$ cat src/rtl/sbat_pkg.sv
`default_nettype none
// ----------------------------------------------------------------------------
// sbat_pkg
// Shared types and constants for the segment bump allocator slot table.
// ----------------------------------------------------------------------------
package sbat_pkg;

	// table and memory geometry
	localparam int NUM_SLOTS = 8;
	localparam int SLOT_W    = 3;
	localparam int PID_W     = 16;
	localparam int LEN_W     = 12;
	localparam int PTR_W     = 12;
	localparam int SUM_W     = 15;
	localparam logic [SUM_W-1:0] MEM_BYTES = SUM_W'(2048);

	// stream payload widths
	localparam int S_DATA_W = 56;
	localparam int M_DATA_W = 40;

	// result codes
	typedef enum logic [1:0] {
		ST_OK        = 2'd0,
		ST_NO_MEMORY = 2'd1,
		ST_NO_SLOT   = 2'd2,
		ST_NOT_FOUND = 2'd3
	} status_t;

	// request kinds
	typedef enum logic {
		CMD_CREATE    = 1'b0,
		CMD_TERMINATE = 1'b1
	} cmd_t;

	// controller states
	typedef enum logic {
		ST_IDLE = 1'b0,
		ST_EXEC = 1'b1
	} state_t;

	// controller to datapath
	typedef struct packed {
		logic load_req;
		logic commit;
	} dp_cmd_t;

	// datapath to controller
	typedef struct packed {
		logic out_free;
	} dp_status_t;

endpackage

`default_nettype wire

$ cat src/rtl/sbat_ctrl.sv
`default_nettype none
// ----------------------------------------------------------------------------
// sbat_ctrl
// Request sequencer: takes one beat, then commits it once the result
// register can take the answer.
// ----------------------------------------------------------------------------
module sbat_ctrl
	import sbat_pkg::*;
(
	input  wire logic       clk,
	input  wire logic       arst_n,
	input  wire logic       s_tvalid,
	output logic            s_tready,
	input  wire dp_status_t dp_status,
	output dp_cmd_t         dp_cmd
);

	state_t state_q;
	state_t state_next;

	// state register
	always_ff @(posedge clk or negedge arst_n) begin
		if (!arst_n) begin
			state_q <= ST_IDLE;
		end else begin
			state_q <= state_next;
		end
	end

	// next state
	always_comb begin
		state_next = state_q;
		unique case (state_q)
			ST_IDLE: begin
				if (s_tvalid) begin
					state_next = ST_EXEC;
				end
			end
			ST_EXEC: begin
				if (dp_status.out_free) begin
					state_next = ST_IDLE;
				end
			end
			default: state_next = ST_IDLE;
		endcase
	end

	// outputs
	always_comb begin
		s_tready        = 1'b0;
		dp_cmd.load_req = 1'b0;
		dp_cmd.commit   = 1'b0;
		unique case (state_q)
			ST_IDLE: begin
				s_tready        = 1'b1;
				dp_cmd.load_req = s_tvalid;
			end
			ST_EXEC: begin
				dp_cmd.commit = dp_status.out_free;
			end
			default: begin
				s_tready = 1'b0;
			end
		endcase
	end

endmodule

`default_nettype wire

$ cat src/rtl/sbat_datapath.sv
`default_nettype none
// ----------------------------------------------------------------------------
// sbat_datapath
// Request register, slot table, bump pointer and result register.
// ----------------------------------------------------------------------------
module sbat_datapath
	import sbat_pkg::*;
(
	input  wire logic                clk,
	input  wire logic                arst_n,
	input  wire logic                cmd,
	input  wire logic [PID_W-1:0]    proc_id,
	input  wire logic [LEN_W-1:0]    code_len,
	input  wire logic [LEN_W-1:0]    heap_len,
	input  wire logic [LEN_W-1:0]    stack_len,
	input  wire dp_cmd_t             dp_cmd,
	output dp_status_t               dp_status,
	output logic                     m_tvalid,
	input  wire logic                m_tready,
	output status_t                  status,
	output logic [SLOT_W-1:0]        slot_index,
	output logic [PTR_W-1:0]         code_start,
	output logic [PTR_W-1:0]         heap_start,
	output logic [PTR_W-1:0]         stack_start
);

	// request register
	cmd_t             cmd_q;
	logic [PID_W-1:0] pid_q;
	logic [LEN_W-1:0] code_q;
	logic [LEN_W-1:0] heap_q;
	logic [LEN_W-1:0] stack_q;

	// table state
	logic [NUM_SLOTS-1:0] active_q;
	logic [PID_W-1:0]     owner_q [NUM_SLOTS];
	logic [PTR_W-1:0]     free_ptr_q;

	// result register
	logic              out_valid_q;
	status_t           status_q;
	logic [SLOT_W-1:0] slot_q;
	logic [PTR_W-1:0]  code_base_q;
	logic [PTR_W-1:0]  heap_base_q;
	logic [PTR_W-1:0]  stack_base_q;

	// combinational results
	logic [SUM_W-1:0]  total;
	logic [SUM_W-1:0]  need;
	logic              mem_fail;
	logic              free_hit;
	logic [SLOT_W-1:0] free_slot;
	logic              match_hit;
	logic [SLOT_W-1:0] match_slot;
	status_t           res_status;
	logic [SLOT_W-1:0] res_slot;
	logic              do_alloc;
	logic              do_clear;
	logic [PTR_W-1:0]  heap_base;
	logic [PTR_W-1:0]  stack_base;

	// capture the accepted beat
	always_ff @(posedge clk) begin
		if (dp_cmd.load_req) begin
			cmd_q   <= cmd_t'(cmd);
			pid_q   <= proc_id;
			code_q  <= code_len;
			heap_q  <= heap_len;
			stack_q <= stack_len;
		end
	end

	// memory check against the bump pointer
	always_comb begin
		total    = SUM_W'(code_q) + SUM_W'(heap_q) + SUM_W'(stack_q);
		need     = SUM_W'(free_ptr_q) + total;
		mem_fail = (need > MEM_BYTES);
	end

	// lowest free slot and lowest matching active slot
	always_comb begin
		free_hit   = 1'b0;
		free_slot  = '0;
		match_hit  = 1'b0;
		match_slot = '0;
		for (int i = NUM_SLOTS - 1; i >= 0; i--) begin
			if (!active_q[i]) begin
				free_hit  = 1'b1;
				free_slot = SLOT_W'(i);
			end
			if (active_q[i] && (owner_q[i] == pid_q)) begin
				match_hit  = 1'b1;
				match_slot = SLOT_W'(i);
			end
		end
	end

	// decide the outcome
	always_comb begin
		res_status = ST_OK;
		res_slot   = '0;
		do_alloc   = 1'b0;
		do_clear   = 1'b0;
		if (cmd_q == CMD_CREATE) begin
			priority if (mem_fail) begin
				res_status = ST_NO_MEMORY;
			end else if (!free_hit) begin
				res_status = ST_NO_SLOT;
			end else begin
				res_slot = free_slot;
				do_alloc = 1'b1;
			end
		end else begin
			if (match_hit) begin
				res_slot = match_slot;
				do_clear = 1'b1;
			end else begin
				res_status = ST_NOT_FOUND;
			end
		end
		heap_base  = free_ptr_q + code_q;
		stack_base = heap_base + heap_q;
	end

	// slot flags and bump pointer
	always_ff @(posedge clk or negedge arst_n) begin
		if (!arst_n) begin
			active_q   <= '0;
			free_ptr_q <= '0;
		end else if (dp_cmd.commit) begin
			if (do_alloc) begin
				active_q[res_slot] <= 1'b1;
				free_ptr_q         <= need[PTR_W-1:0];
			end
			if (do_clear) begin
				active_q[res_slot] <= 1'b0;
			end
		end
	end

	// owner pids
	always_ff @(posedge clk) begin
		if (dp_cmd.commit && do_alloc) begin
			owner_q[res_slot] <= pid_q;
		end
	end

	// result valid flag
	always_ff @(posedge clk or negedge arst_n) begin
		if (!arst_n) begin
			out_valid_q <= 1'b0;
		end else if (dp_cmd.commit) begin
			out_valid_q <= 1'b1;
		end else if (m_tready) begin
			out_valid_q <= 1'b0;
		end
	end

	// result payload
	always_ff @(posedge clk) begin
		if (dp_cmd.commit) begin
			status_q     <= res_status;
			slot_q       <= res_slot;
			code_base_q  <= do_alloc ? free_ptr_q : '0;
			heap_base_q  <= do_alloc ? heap_base : '0;
			stack_base_q <= do_alloc ? stack_base : '0;
		end
	end

	assign dp_status.out_free = !out_valid_q || m_tready;
	assign m_tvalid    = out_valid_q;
	assign status      = status_q;
	assign slot_index  = slot_q;
	assign code_start  = code_base_q;
	assign heap_start  = heap_base_q;
	assign stack_start = stack_base_q;

endmodule

`default_nettype wire

$ cat src/rtl/segment_bump_allocator_table_core.sv
`default_nettype none
// ----------------------------------------------------------------------------
// segment_bump_allocator_table_core
// Process slot table with a bump allocator for code, heap and stack segments.
// ----------------------------------------------------------------------------
//  channel  dir  tuser           tdata (lowest bit up)
//  s_*      in   cmd (1)         proc_id 16, code_len 12, heap_len 12,
//                                stack_len 12, zero fill 4
//  m_*      out  status (2)      slot_index 3, code_start 12, heap_start 12,
//                                stack_start 12, zero fill 1
//
//  Each request is first taken into the request register; then memory is
//  checked and the eight-entry slot table is searched and updated. The
//  result register frees the input side, so the next beat is taken while a
//  result waits; a request waits before its update only while the result
//  register is full and m_tready is low.
//  Reset clears the slot flags, the bump pointer and the result valid flag.
// ----------------------------------------------------------------------------
module segment_bump_allocator_table_core
	import sbat_pkg::*;
(
	input  wire logic                clk,
	input  wire logic                arst_n,
	input  wire logic                s_tvalid,
	output logic                     s_tready,
	input  wire logic [S_DATA_W-1:0] s_tdata,   // proc_id, code_len, heap_len, stack_len
	input  wire logic                s_tuser,   // cmd
	output logic                     m_tvalid,
	input  wire logic                m_tready,
	output logic [M_DATA_W-1:0]      m_tdata,   // slot_index, code_start, heap_start, stack_start
	output logic [1:0]               m_tuser    // status
);

	dp_cmd_t           dp_cmd;
	dp_status_t        dp_status;
	status_t           status;
	logic [SLOT_W-1:0] slot_index;
	logic [PTR_W-1:0]  code_start;
	logic [PTR_W-1:0]  heap_start;
	logic [PTR_W-1:0]  stack_start;

	// request sequencer
	sbat_ctrl u_ctrl (
		.clk       (clk),
		.arst_n    (arst_n),
		.s_tvalid  (s_tvalid),
		.s_tready  (s_tready),
		.dp_status (dp_status),
		.dp_cmd    (dp_cmd)
	);

	// table and result datapath
	sbat_datapath u_datapath (
		.clk         (clk),
		.arst_n      (arst_n),
		.cmd         (s_tuser),
		.proc_id     (s_tdata[15:0]),
		.code_len    (s_tdata[27:16]),
		.heap_len    (s_tdata[39:28]),
		.stack_len   (s_tdata[51:40]),
		.dp_cmd      (dp_cmd),
		.dp_status   (dp_status),
		.m_tvalid    (m_tvalid),
		.m_tready    (m_tready),
		.status      (status),
		.slot_index  (slot_index),
		.code_start  (code_start),
		.heap_start  (heap_start),
		.stack_start (stack_start)
	);

	// pack the result beat
	assign m_tuser = status;
	assign m_tdata = {1'b0, stack_start, heap_start, code_start, slot_index};

endmodule

`default_nettype wire
$ cat config.mk
export PLATFORM = sky130hd
export DESIGN_NAME = segment_bump_allocator_table_core
export DESIGN_NICKNAME = d
export VERILOG_FILES = /design/src/rtl/sbat_pkg.sv /design/src/rtl/sbat_ctrl.sv /design/src/rtl/sbat_datapath.sv /design/src/rtl/segment_bump_allocator_table_core.sv
export SDC_FILE = /design/constraint.sdc
export NUM_CORES = 1
export LEC_CHECK = 0
export BUFFER_PORTS_ARGS = -buffer_cell sky130_fd_sc_hd__buf_2
export CORE_MARGIN = 4
export CORE_UTILIZATION = 25
export DETAILED_ROUTE_END_ITERATION = 8
export PLACE_DENSITY_LB_ADDON = 0.1
export SYNTH_ARGS = -nofsm -noshare
export SYNTH_HDL_FRONTEND = slang
export SYNTH_SLANG_ARGS = --single-unit
$ cat constraint.sdc
create_clock -name clk -period 12 [get_ports clk]
set_input_delay 3.6 -clock clk [delete_from_list [all_inputs] [get_ports clk]]
set_output_delay 3.6 -clock clk [all_outputs]
set_load 0.01 [all_outputs]
# Word-level counts from Yosys, hierarchy flattened
# Memory sizes are Yosys's and may differ from the RTL's.
# Index checks and enable logic that the tools add are counted.
# word_totals
register_bits	116
latchBits	0
ramBits	128
mem_bits_ro	0
in_bits	61
out_inout_bits	44
word_cells	109
mem_count	1
# op_classes
addsub	5
n_mul	0
n_div	0
n_lt_le_gt_ge	3
n_eq_ne	8
shifts	0
mux	60
bitwise	4
n_reduce_logical	14
# mem_list
name	depth	word_bits	read_ports	rd_clocked_by_memory_dff	write_ports	line_no	text
u_datapath.owner_q	8	16	8	0	1	sbat_datapath.sv:36	logic [PID_W-1:0] owner_q [NUM_SLOTS];
# ops
cell	n
== test 16 bit	8
2-to-1 mux 3 bit	20
2-to-1 mux 1 bit	31
adder 12 bit	2
2-to-1 mux 8 bit	3
adder 12 x 15 -> 15 bit	1
adder 15 x 12 -> 15 bit	1
greater-than comparator 15 x 12 -> 1 bit, second input constant	1
adder 12 x 12 -> 13 bit	1
logical AND 1 bit	10
AND 8 bit	1
2-to-1 mux 2 bit	4
NOT 8 bit	1
bitwise OR 8 bit	1
< comparator 3 x 4 -> 1 bit, second input constant	1
demux 1 bit (select 3 bit)	1
>= comparator 3 x 1 -> 1 bit, second input constant	1
case mux 1 bit (2 select lines)	1
AND reduction 2 bit	1
nonzero test 2 bit	1
zero test 1 bit	1
logical OR 1 bit	1
NOT 1 bit	1

# Longest topological paths before layout
# An unclocked memory read counts as a cell.
# logic_depth
word_depth	22
mapped_depth	26
ltp_nobuf	25

# Modules after synthesis
# A second synthesis with hierarchy kept.
# unflattened
cells_unflattened	969
area_unflattened_um2	12475.7
# modules_own_cells
module	instances	cells_per_inst	area_each_um2	seq_area_each_um2
sbat_datapath	1	961	12410.7	7191.9
sbat_ctrl	1	6	53.8	25.0
segment_bump_allocator_table_core	1	2	11.3	0.0

# Worst setup path before layout
# Ideal clock, no wire load.
# synth_path
path_kind	input to register
from	in s_tvalid
to	reg u_datapath.cmd_q, enable pin
setup_ps	470
arrival_time_ps	5945
t_required_ps	11530
setup_slack_ps	5585
cell_stages	1
path_buffers	0
path_cell_list	nor2b_1
# synth_between
elab_chain_cells	1
# synth_rtl
item	line_no	text
from (decl)	segment_bump_allocator_table_core.sv:24	input wire logic s_tvalid,
2-to-1 mux 1 bit	sbat_ctrl.sv:53	unique case (state_q)
to (signal assigned)	sbat_datapath.sv:65	cmd_q <= cmd_t'(cmd);
to (decl)	sbat_datapath.sv:28	cmd_t cmd_q;
# No other way between the ends.
# A chain may end at the register's enable or synchronous reset.

# Worst setup path after layout
# layout_path
from	reg u_datapath.heap_q[0]
to	mem u_datapath.owner_q[2][3], enable pin
# layout_between
elab_cells_between_ends	11
cone_classes	add/sub (3); order compare (1); mux (6); reduce/logical (1)
# layout_rtl
item	line_no	text
from (decl)	sbat_datapath.sv:31	logic [LEN_W-1:0] heap_q;
from (signal assigned)	sbat_datapath.sv:68	heap_q <= heap_len;
adder 12 x 12 -> 13 bit	sbat_datapath.sv:75	total = SUM_W'(code_q) + SUM_W'(heap_q) + SUM_W'(stack_q);
adder 15 x 12 -> 15 bit	sbat_datapath.sv:75	
adder 12 x 15 -> 15 bit	sbat_datapath.sv:76	need = SUM_W'(free_ptr_q) + total;
greater-than comparator 15 x 12 -> 1 bit	sbat_datapath.sv:77	mem_fail = (need > MEM_BYTES);
2-to-1 mux 3 bit	sbat_datapath.sv:105	priority if (mem_fail) begin
2-to-1 mux 3 bit	sbat_datapath.sv:104	if (cmd_q == CMD_CREATE) begin
net u_datapath.res_slot[1]	sbat_datapath.sv:56	logic [SLOT_W-1:0] res_slot;
to (decl)	sbat_datapath.sv:36	
# The timed path passes the listed nets, and every way through them passes these cells.

==> metrics.txt <==
outcome=finished, final reports clean; slowest stage delay, CP=0.75 ns; TritonRoute pass-1 iters=4; met3 usage in global routing=1.91%; Die H=226 um; Worst-Margin Slew=0.975 ns; # resized after CTS=0; Post-DRT Antenna Nets=0; Slowest-stage cell, CP=and3_1; WL final=29,500 um; unique cell type count in the Yosys netlist=63; peak supply drop=0.117 mV; I/O Buffers=99; CP most frequent cell=a21oi_1; Yosys reg bits=244; CP bufs+invs=2; static leakage=5.28 nW; Clk pin slew, worst setup/hold paths=0.06 ns; Iter 0 DRT Violations=275; wire per inst=18.0 um; crit-path max FO=17; Final Critical Period=7.09 ns; sequential fraction of the synthesis area=60.9%; Worst setup SP type=flop; layout cell share with drive strength beyond 1=17.9%; vias per cell=4.21; CP top delay family=simple AND/OR/NAND/NOR gates; power density over the cells=262 nW/um^2; CTS Buf Count=31; Overall Global Routing Usage=11.6%; Net Count, Synth=1,010; num rows=79; # hold bufs at CTS=0; area grow syn2layout=19.0%; worst path required time=12.20 ns; clock tree buffer depth=3; IO Count=105; period utilisation layout=59.1%; maxcap violations=0; ys async rst share=9.02%; CP arrival=7.29 ns; Final Hold Vio Count=0; RSZ-0062 raised after global routing=false; Worst Path Class, Setup=flop to flop; HPWL Detailed=21,000 um; fmax=141 MHz; Final Non-Filler Cells=1,642; Top FF cell, synth=edfxtp_1; setup TNS=0 ns; Sink Count=244; Mean Syn Cell Area=13.4 um^2; root buf cell=clkbuf_16; cell count after synthesis=887; clk_lat worst skew=0.59 ns; Setup Viol. Count Final=0; Worst setup EP type=flop; vias in the first global route=7,403; post-synthesis instance area=11,900 um^2; GPL Wtd Cong=0.762; CP cell instances=ha_1 -> fa_1 -> a21o_1 -> a21oi_1 -> o21bai_1 -> a21oi_1 -> nor2b_1 -> o21a_1 -> o21ai_0 -> nand2b_1 -> a21oi_1 -> xor2_1 -> fa_1 -> inv_1 -> ha_1 -> and2_1 -> nand4_1 -> a21boi_1 -> xor2_1 -> or4_1 -> or3_1 -> o21a_1 -> clkinv_1 -> and3_1; Die Width=226 um; Die Area=51,000 um^2; pin count of the biggest net entering global routing=46; Vias=6,906; number of synthesized flops with an enable pin=222; clock skew=0.0162 ns; H-tree depth=1; postcts setup bufs=0; initial antenna violation count=0; count of pins over their slew limit=0; met2 GRT Util=21.0%; busiest grt layer=met2; max_slew headroom=34.8%; worst hold margin=0.525 ns; Residual DRC=0; core area=46,800 um^2; global-route wire length before repair=45,100 um; grt total ovfl=0; nets=1,134; GR Util met1=14.3%; Initial Util=25.3%; Synth Warn #=0; # diodes=0; CTS tree=yes; worst hold path class=flop to flop; Inst Count DP=1,585
synthesized netlist by cell type, types with 7 or more instances:
| cell type | number | area share, % |
|---|---|---|
| a21oi_1 | 28 | 1.2 |
| and3_1 | 19 | 1.0 |
| clkbuf_1 | 19 | 0.60 |
| dfrtp_1 | 22 | 4.6 |
| edfxtp_1 | 222 | 56 |
| fa_1 | 16 | 2.7 |
| ha_1 | 46 | 4.9 |
| inv_1 | 66 | 2.1 |
| mux2_2 | 7 | 0.67 |
| nand2_1 | 37 | 1.2 |
| nand3_1 | 17 | 0.72 |
| nand4_1 | 14 | 0.74 |
| nor2_1 | 50 | 1.6 |
| nor3_1 | 12 | 0.51 |
| nor4_1 | 18 | 0.95 |
| o21ai_0 | 15 | 0.63 |
| o21bai_1 | 10 | 0.63 |
| xnor2_1 | 90 | 6.7 |
| xor2_1 | 75 | 5.5 |
through the flow:
stage | setup slack [ns] | utilization, % | power (mW) | area (um^2)
after floorplan | 5.59 | - | 2.39 | 11900
after global placement | 4.83 | 28.1 | 2.87 | 13100
after detailed placement | 4.82 | 28.1 | 2.87 | 13100
after CTS | 4.81 | 30.2 | 3.79 | 14100
after global routing | 4.41 | 30.2 | 4.01 | 14100
final | 4.91 | 30.2 | 3.70 | 14100
worst min-delay path, delay by kind of cell, from the launching register on:
kind             cells  cell delay [ns]
AND/OR/NAND/NOR      2             0.15
flip-flops           1             0.35
cells in the final DEF, fill, tap and decap left out, types with 6 or more instances in the layout:
cell / count
nor2_1: 50
mux2_2: 7
and3_1: 19
inv_1: 65
or4_1: 6
nor4_1: 18
nand2b_1: 6
a2bb2oi_1: 6
buf_2: 99
fa_1: 16
a21oi_1: 28
nand2_1: 37
clkbuf_1: 6
clkbuf_16: 31
a31oi_1: 6
xor2_1: 75
o21ai_0: 15
xnor2_1: 90
dfrtp_1: 22
clkinv_1: 8
nand3_1: 17
nor3_1: 11
buf_4: 15
ha_1: 46
edfxtp_1: 222
nand4_1: 14
a21o_1: 6
o21bai_1: 10
clkinv_2: 8
report_power, final:
part / internal, mW / switching (mW) / total (mW)
sequential: 1.13 / 0.0980 / 1.23
clock: 0.516 / 0.373 / 0.889
combinational: 0.640 / 0.936 / 1.58
total: 2.29 / 1.41 / 3.70
per-layer routing:
layer,up-vias,wire length [um]
met5,-,0
met4,0,857
met3,46,1050
met2,111,15100
met1,3308,12500
li1,3441,-
cell families (layout without fill, tap and decap cells):
logic type | after synthesis | count (layout) | share of synthesized area [%]
DFF | 244 | 244 | 60.9
other | 1 | 1 | 0.0316
and+or+nand+nor | 212 | 212 | 9.53
buffers and inverters | 91 | 239 | 2.92
muxes | 7 | 7 | 0.665
xor gates and xnor gates | 166 | 166 | 12.3
AOI/OAI and AO/OA | 104 | 104 | 6.06
adders and majority gates | 62 | 62 | 7.56
worst paths after layout:
path	slack [ns]	cells after the start	from	endpoint
max	4.91	24	u_datapath.heap_q[0]$_DFFE_PP_	u_datapath.owner_q[2][3]$_DFFE_PP_
min reg2reg	0.52	2	u_datapath.m_tvalid$_DFFE_PN0P_	u_datapath.m_tvalid$_DFFE_PN0P_
min in group asynchronous	3.03	1	arst_n	u_datapath.free_ptr_q[6]$_DFFE_PN0N_
max in group asynchronous	8.56	1	arst_n	u_datapath.active_q[7]$_DFFE_PN0P_
max reg2reg	4.91	24	u_datapath.heap_q[0]$_DFFE_PP_	u_datapath.owner_q[2][3]$_DFFE_PP_
min	0.52	2	u_datapath.m_tvalid$_DFFE_PN0P_	u_datapath.m_tvalid$_DFFE_PN0P_
final cells by class:
type | instances | area, um^2
timing repair buffer | 114 | 608
sequential | 244 | 7220
clock inverter | 20 | 163
fill | 4782 | 32700
inverter | 68 | 255
clock buffer | 37 | 798
tap | 607 | 759
multi-input combinational | 552 | 4300
state kept, by name, indices dropped and copies added, names as in the netlist:
| name | count |
|---|---|
| u_ctrl.state_q | 1 |
| u_datapath.active_q | 8 |
| u_datapath.cmd_q | 1 |
| u_datapath.code_q | 12 |
| u_datapath.code_start | 12 |
| u_datapath.free_ptr_q | 12 |
| u_datapath.heap_q | 12 |
| u_datapath.heap_start | 12 |
| u_datapath.m_tvalid | 1 |
| u_datapath.owner_q | 128 |
| u_datapath.pid_q | 16 |
| u_datapath.slot_index | 3 |
| u_datapath.stack_q | 12 |
| u_datapath.stack_start | 12 |
| u_datapath.status | 2 |
No activity file was read; power rests on OpenSTA's default activity.
